==> src/sv/mcvs_pkg.sv <==
package mcvs_pkg;

	localparam int CHANNELS = 16;
	localparam int CHN_W    = 4;
	localparam int KEY_W    = 7;
	localparam int VEL_W    = 7;
	localparam int TICK_W   = 32;
	localparam int NOTE_W   = 8;
	localparam int DEST_W   = 4;

	localparam logic [7:0]        KIND_MASK = 8'hF0;
	localparam logic [7:0]        NOTE_ON   = 8'h90;
	localparam logic [7:0]        NOTE_OFF  = 8'h80;
	localparam logic [NOTE_W-1:0] SLOT_FREE = 8'hFF;

	localparam int QDEPTH = 2;
	localparam int QAW    = $clog2(QDEPTH);

	typedef struct packed {
		logic [7:0]        status;
		logic [KEY_W-1:0]  key;
		logic [VEL_W-1:0]  velocity;
		logic [TICK_W-1:0] event_tick;
	} midi_item_t;

	typedef struct packed {
		logic [DEST_W-1:0] dest_track;
		logic              opened_track;
		logic              unmatched_off;
		logic              overflow;
	} split_result_t;

	typedef enum logic [1:0] {
		OP_OTHER,
		OP_ON,
		OP_OFF
	} op_t;

	typedef struct packed {
		op_t               op;
		logic [CHN_W-1:0]  chn;
		logic [KEY_W-1:0]  key;
		logic [TICK_W-1:0] tick;
	} queue_entry_t;

	typedef struct packed {
		logic [NOTE_W-1:0] note;
		logic [TICK_W-1:0] tick;
	} slot_t;

	typedef enum logic [1:0] {
		BS_CLEAR,
		BS_IDLE,
		BS_SCAN,
		BS_WRITE
	} back_state_t;

	typedef struct packed {
		logic clearing;
	} back_stat_t;

endpackage

==> src/sv/mcvs_queue.sv <==
module mcvs_queue import mcvs_pkg::*; (
	input  logic         clk,
	input  logic         arst_n,
	input  logic         push,
	input  queue_entry_t entry_in,
	input  logic         pop,
	output logic         valid,
	output logic         full,
	output queue_entry_t entry_out
);

	queue_entry_t     entry_q [QDEPTH];
	logic [QAW-1:0]   wp_q;
	logic [QAW-1:0]   rp_q;
	logic [QAW:0]     cnt_q;

	assign valid     = (cnt_q != '0);
	assign full      = (cnt_q == (QAW+1)'(QDEPTH));
	assign entry_out = entry_q[rp_q];

	always_ff @(posedge clk) begin
		if (push) begin
			entry_q[wp_q] <= entry_in;
		end
	end

	always_ff @(posedge clk or negedge arst_n) begin
		if (!arst_n) begin
			wp_q  <= '0;
			rp_q  <= '0;
			cnt_q <= '0;
		end else begin
			if (push) begin
				wp_q <= (wp_q == QAW'(QDEPTH-1)) ? '0 : wp_q + 1'b1;
			end
			if (pop) begin
				rp_q <= (rp_q == QAW'(QDEPTH-1)) ? '0 : rp_q + 1'b1;
			end
			case ({push, pop})
				2'b10:   cnt_q <= cnt_q + 1'b1;
				2'b01:   cnt_q <= cnt_q - 1'b1;
				default: cnt_q <= cnt_q;
			endcase
		end
	end

endmodule

==> config.mk <==
export PLATFORM = sky130hd
export DESIGN_NAME = mcvs_queue
export DESIGN_NICKNAME = d
export VERILOG_FILES = /design/src/sv/mcvs_pkg.sv /design/src/sv/mcvs_queue.sv
export SDC_FILE = /design/constraint.sdc
export NUM_CORES = 1
export LEC_CHECK = 0
export ABC_CLOCK_PERIOD_IN_PS = 3390
export BUFFER_PORTS_ARGS = -buffer_cell sky130_fd_sc_hd__buf_2
export CORE_UTILIZATION = 35
export CTS_BUF_LIST = sky130_fd_sc_hd__clkbuf_16
export CTS_CLUSTER_SIZE = 20
export DETAILED_ROUTE_END_ITERATION = 8
export PLACE_DENSITY = 0.65
export SLEW_MARGIN = 20
export SYNTH_ARGS = -nofsm -noshare
export SYNTH_HDL_FRONTEND = slang
export SYNTH_SLANG_ARGS = --single-unit
==> constraint.sdc <==
create_clock -name clk -period 3.39 [get_ports clk]
set_clock_uncertainty 0.1 [all_clocks]
set_input_delay 1.017 -clock clk [delete_from_list [all_inputs] [get_ports clk]]
set_output_delay 1.017 -clock clk [all_outputs]
set_load 0.005 [all_outputs]
==> metrics.txt <==
# TYPE chip_impl_metric gauge
chip_impl_info{name="run_status",value="finished, final reports clean"} 1
chip_impl_metric{name="vdd_drop_max",unit="V"} 0.0003593
chip_impl_metric{name="gr-usage-met2",unit=""} 0.2076
chip_impl_metric{name="synthesis.area_per_instance",unit="sq um"} 23.29
chip_impl_metric{name="critPathArrivalTime",unit="ns"} 1.88
chip_impl_metric{name="swShare",unit=""} 0.2550
chip_impl_metric{name="timing.final.setup_violations",unit=""} 0
chip_impl_metric{name="place.port_buffers",unit=""} 95
chip_impl_info{name="critPathLaunchType",value="flop"} 1
chip_impl_metric{name="post_route_cells_drive_above_1_share",unit=""} 0.6067
chip_impl_metric{name="global_placer_s_final_weighted_congestion",unit=""} 0.6510
chip_impl_metric{name="grt_start_max_net_pins",unit=""} 31
chip_impl_metric{name="die_width",unit="um"} 103.9
chip_impl_metric{name="max_freq",unit="MHz"} 333.4
chip_impl_metric{name="via_count",unit=""} 1762
chip_impl_metric{name="synth_warnings",unit=""} 0
chip_impl_metric{name="min_period_over_period",unit=""} 0.8848
chip_impl_metric{name="timing.critical_path.buf_inv",unit=""} 2
chip_impl_info{name="crit_path_capture_type",value="primary output"} 1
chip_impl_metric{name="cellInternalPower",unit="mW"} 2.717
chip_impl_metric{name="cts_made_buffers",unit=""} 9
chip_impl_metric{name="power.static_leakage",unit="nW"} 1.829
chip_impl_metric{name="worst-endpoint-required",unit="ns"} 2.27
chip_impl_metric{name="vias_per_cell",unit=""} 4.405
chip_impl_metric{name="comb_power_share",unit=""} 0.283
chip_impl_metric{name="postSynthCellCount",unit=""} 156
chip_impl_metric{name="synth-seq-area-share",unit=""} 0.7713
chip_impl_metric{name="floorplan.die.height",unit="um"} 103.9
chip_impl_metric{name="worst_setup_hold_path_clk_slew",unit="ns"} 0.06
chip_impl_metric{name="clock_tree.buffer_depth",unit=""} 2
chip_impl_metric{name="cts-htree-levels",unit=""} 3
chip_impl_info{name="tritoncts",value="built"} 1
chip_impl_metric{name="number_of_buffers_inserted_by_hold_repair_at_cts",unit=""} 0
chip_impl_metric{name="post_drt_wl_per_cell",unit="um"} 14.72
chip_impl_metric{name="global_route_wire_length_before_repair",unit="um"} 9232
chip_impl_metric{name="critPathMaxFanout",unit=""} 18
chip_impl_metric{name="final_hpwl_dp",unit="um"} 4004
chip_impl_metric{name="power_frac_seq",unit=""} 0.458
chip_impl_metric{name="final.setup.worst_slack",unit="ns"} 0.3907
chip_impl_info{name="netlist.top_cell.by_area",value="sky130_fd_sc_hd__edfxtp_1"} 1
chip_impl_info{name="synth_top_cells_by_area",value="sky130_fd_sc_hd__edfxtp_1, sky130_fd_sc_hd__mux2_4, sky130_fd_sc_hd__dfrtp_1"} 1
chip_impl_info{name="critical_path.slowest_cell",value="sky130_fd_sc_hd__dfrtp_2"} 1
chip_impl_info{name="busiest_layer",value="met2"} 1
chip_impl_metric{name="finalCriticalPeriod",unit="ns"} 2.999
chip_impl_metric{name="worstSkewPairLatency",unit="ns"} 0.33
chip_impl_metric{name="globalRouteMet1Util",unit=""} 0.1243
chip_impl_metric{name="detailed_place.area",unit="sq um"} 4257
chip_impl_metric{name="grt_pass1_vias",unit=""} 1899
chip_impl_metric{name="globalRoute.totalOverflow",unit=""} 0
chip_impl_metric{name="post_cts_resize_count",unit=""} 0
chip_impl_metric{name="synthToLayoutAreaGrowth",unit="%"} 24.90
chip_impl_metric{name="rrSetupSlack",unit="ns"} 1.70
chip_impl_metric{name="worst_pin_slew",unit="ns"} 0.5867
chip_impl_metric{name="drc_errors",unit=""} 0
chip_impl_metric{name="drv.max_cap_violation_count",unit=""} 0
chip_impl_metric{name="detailedRoute.firstIterationViolations",unit=""} 28
chip_impl_metric{name="p_switching",unit="uW"} 929.9
chip_impl_metric{name="insertedDiodeCount",unit=""} 0
chip_impl_metric{name="ios",unit=""} 96
chip_impl_metric{name="die_area",unit="sq um"} 10790
chip_impl_metric{name="timing.critical_path.depth",unit=""} 3
chip_impl_metric{name="floorplan.core_area",unit="sq um"} 9910
chip_impl_metric{name="tritoncts_num_sinks",unit=""} 94
chip_impl_metric{name="nets",unit=""} 312
chip_impl_metric{name="synthesis.area",unit="sq um"} 3633
chip_impl_metric{name="synthesis.nets",unit=""} 206
chip_impl_metric{name="max-slew-margin-rel",unit=""} 0.6088
chip_impl_metric{name="timing.final.hold_violations",unit=""} 0
chip_impl_metric{name="placement_rows",unit=""} 36
chip_impl_metric{name="synthDistinctLibCells",unit=""} 14
chip_impl_metric{name="dpl_worst_slack",unit="ns"} 0.7047
chip_impl_metric{name="power_consumption",unit="mW"} 3.646
chip_impl_metric{name="initial_core_util",unit=""} 0.3667
chip_impl_info{name="hp-class",value="primary input to async pin"} 1
chip_impl_info{name="crit_chain",value="buf_4, mux2_4, buf_2"} 1
chip_impl_metric{name="global_route.usage.total",unit=""} 0.1156
chip_impl_metric{name="slew_viol_final",unit=""} 0
chip_impl_info{name="layout.cells.most_common",value="sky130_fd_sc_hd__buf_2"} 1
chip_impl_metric{name="p_per_area",unit="nW/um^2"} 803.5
chip_impl_metric{name="final_design_area_no_fill",unit="sq um"} 4538
chip_impl_metric{name="ys_ff_latch",unit=""} 94
chip_impl_info{name="layout.cells.most_common_list",value="sky130_fd_sc_hd__buf_2, sky130_fd_sc_hd__edfxtp_1, sky130_fd_sc_hd__mux2_4, sky130_fd_sc_hd__clkbuf_16, sky130_fd_sc_hd__mux2_2"} 1
chip_impl_metric{name="grt_antenna_before_repair",unit=""} 0
chip_impl_metric{name="detailed_routing_iterations_pass_1",unit=""} 4
chip_impl_metric{name="pwr-share-clk",unit=""} 0.259
chip_impl_info{name="grt_setup_unrepaired",value="false"} 1
chip_impl_metric{name="worst_r2r_path_depth",unit=""} 2
chip_impl_metric{name="yosysTopAreaCellShare",unit=""} 0.7438
chip_impl_metric{name="route.antenna.remaining_nets",unit=""} 0
chip_impl_info{name="path_class",value="flop to primary output"} 1
chip_impl_info{name="cp_top_family",value="flip-flops"} 1
chip_impl_metric{name="cp_slowest_stage_delay",unit="ns"} 0.74
chip_impl_metric{name="grt_use_met3",unit=""} 0.02820
chip_impl_metric{name="drt_wl_total",unit="um"} 5888
chip_impl_info{name="cts.root.buffer_cell",value="sky130_fd_sc_hd__clkbuf_16"} 1
chip_impl_metric{name="post_cts_buffers",unit=""} 0
chip_impl_metric{name="timing.setup.tns",unit="ns"} 0
==> routing by layer <==
| metal | vias to the layer above | routed length (um) | share of wire |
|---|---|---|---|
| met5 | - | 0 | 0 |
| li1 | 819 | - | - |
| met4 | 0 | 131 | 0.022 |
| met3 | 11 | 299 | 0.051 |
| met2 | 57 | 3061 | 0.52 |
| met1 | 875 | 2395 | 0.41 |
==> power groups by stage <==
stage	logic (mW)	clock network [mW]	registers, mW
2_1_floorplan	0.803	0	1.63
3_3_place_gp	1.05	0	1.69
3_5_place_dp	1.06	0	1.70
4_1_cts	1.06	0.970	1.68
5_1_grt	1.12	1.02	1.70
6_report	1.03	0.944	1.67
==> worst register-to-register path, stage by stage (launching register included) <==
cell                      delay [ns]
sky130_fd_sc_hd__dfrtp_1        0.43
sky130_fd_sc_hd__nor2_4         0.49
sky130_fd_sc_hd__buf_4          0.35
==> sequential cells by signal (all words and copies together), names as in the netlist <==
name and flops:
rp_q 1, wp_q 1, entry_q 90, cnt_q 2
==> final cells by class <==
cell class | count | area, sq um
Inverter | 1 | 3.754
Timing Repair Buffer | 100 | 538.0
Tap cell | 133 | 166.4
Fill cell | 890 | 5371
Clock inverter | 7 | 56.30
Sequential cell | 94 | 2804
Multi-Input combinational cell | 56 | 744.5
Clock buffer | 9 | 225.2
==> cell usage after synthesis (all sizes together) <==
| library cell | number |
|---|---|
| nor2 | 2 |
| buf | 5 |
| ha | 1 |
| mux2 | 45 |
| xnor2 | 2 |
| inv | 1 |
| dfrtp | 4 |
| or2 | 1 |
| and2 | 1 |
| nor2b | 1 |
| xor2 | 3 |
| edfxtp | 90 |
==> cells by family after synthesis <==
logic type	Yosys count	synth area share
xor+xnor	5	0.01205
fa+ha+maj	1	0.003443
buf+inv	6	0.02617
flops	94	0.7714
mux	45	0.1798
simple gates	5	0.007235
==> metrics by stage <==
step	std cells	util	hold slack [ns]
after global routing	400	0.4580	0.3683
final	400	0.4580	0.3797
after global placement	384	0.4295	0.3632
after detailed placement	384	0.4295	0.3747
after floorplan	156	-	0.3474
after CTS	400	0.4580	0.3727
==> final timing paths <==
kind                                       from                      end
min in group clk           cnt_q[1]$_DFFE_PN0P_     cnt_q[1]$_DFFE_PN0P_
max reg2reg                    wp_q$_DFFE_PN0P_  entry_q[0][9]$_DFFE_PP_
max                            rp_q$_DFFE_PN0P_            entry_out[25]
min reg2reg                cnt_q[1]$_DFFE_PN0P_     cnt_q[1]$_DFFE_PN0P_
max in group asynchronous                arst_n         rp_q$_DFFE_PN0P_
min                                      arst_n     cnt_q[1]$_DFFE_PN0P_
Power figures use the tool's default switching activity.
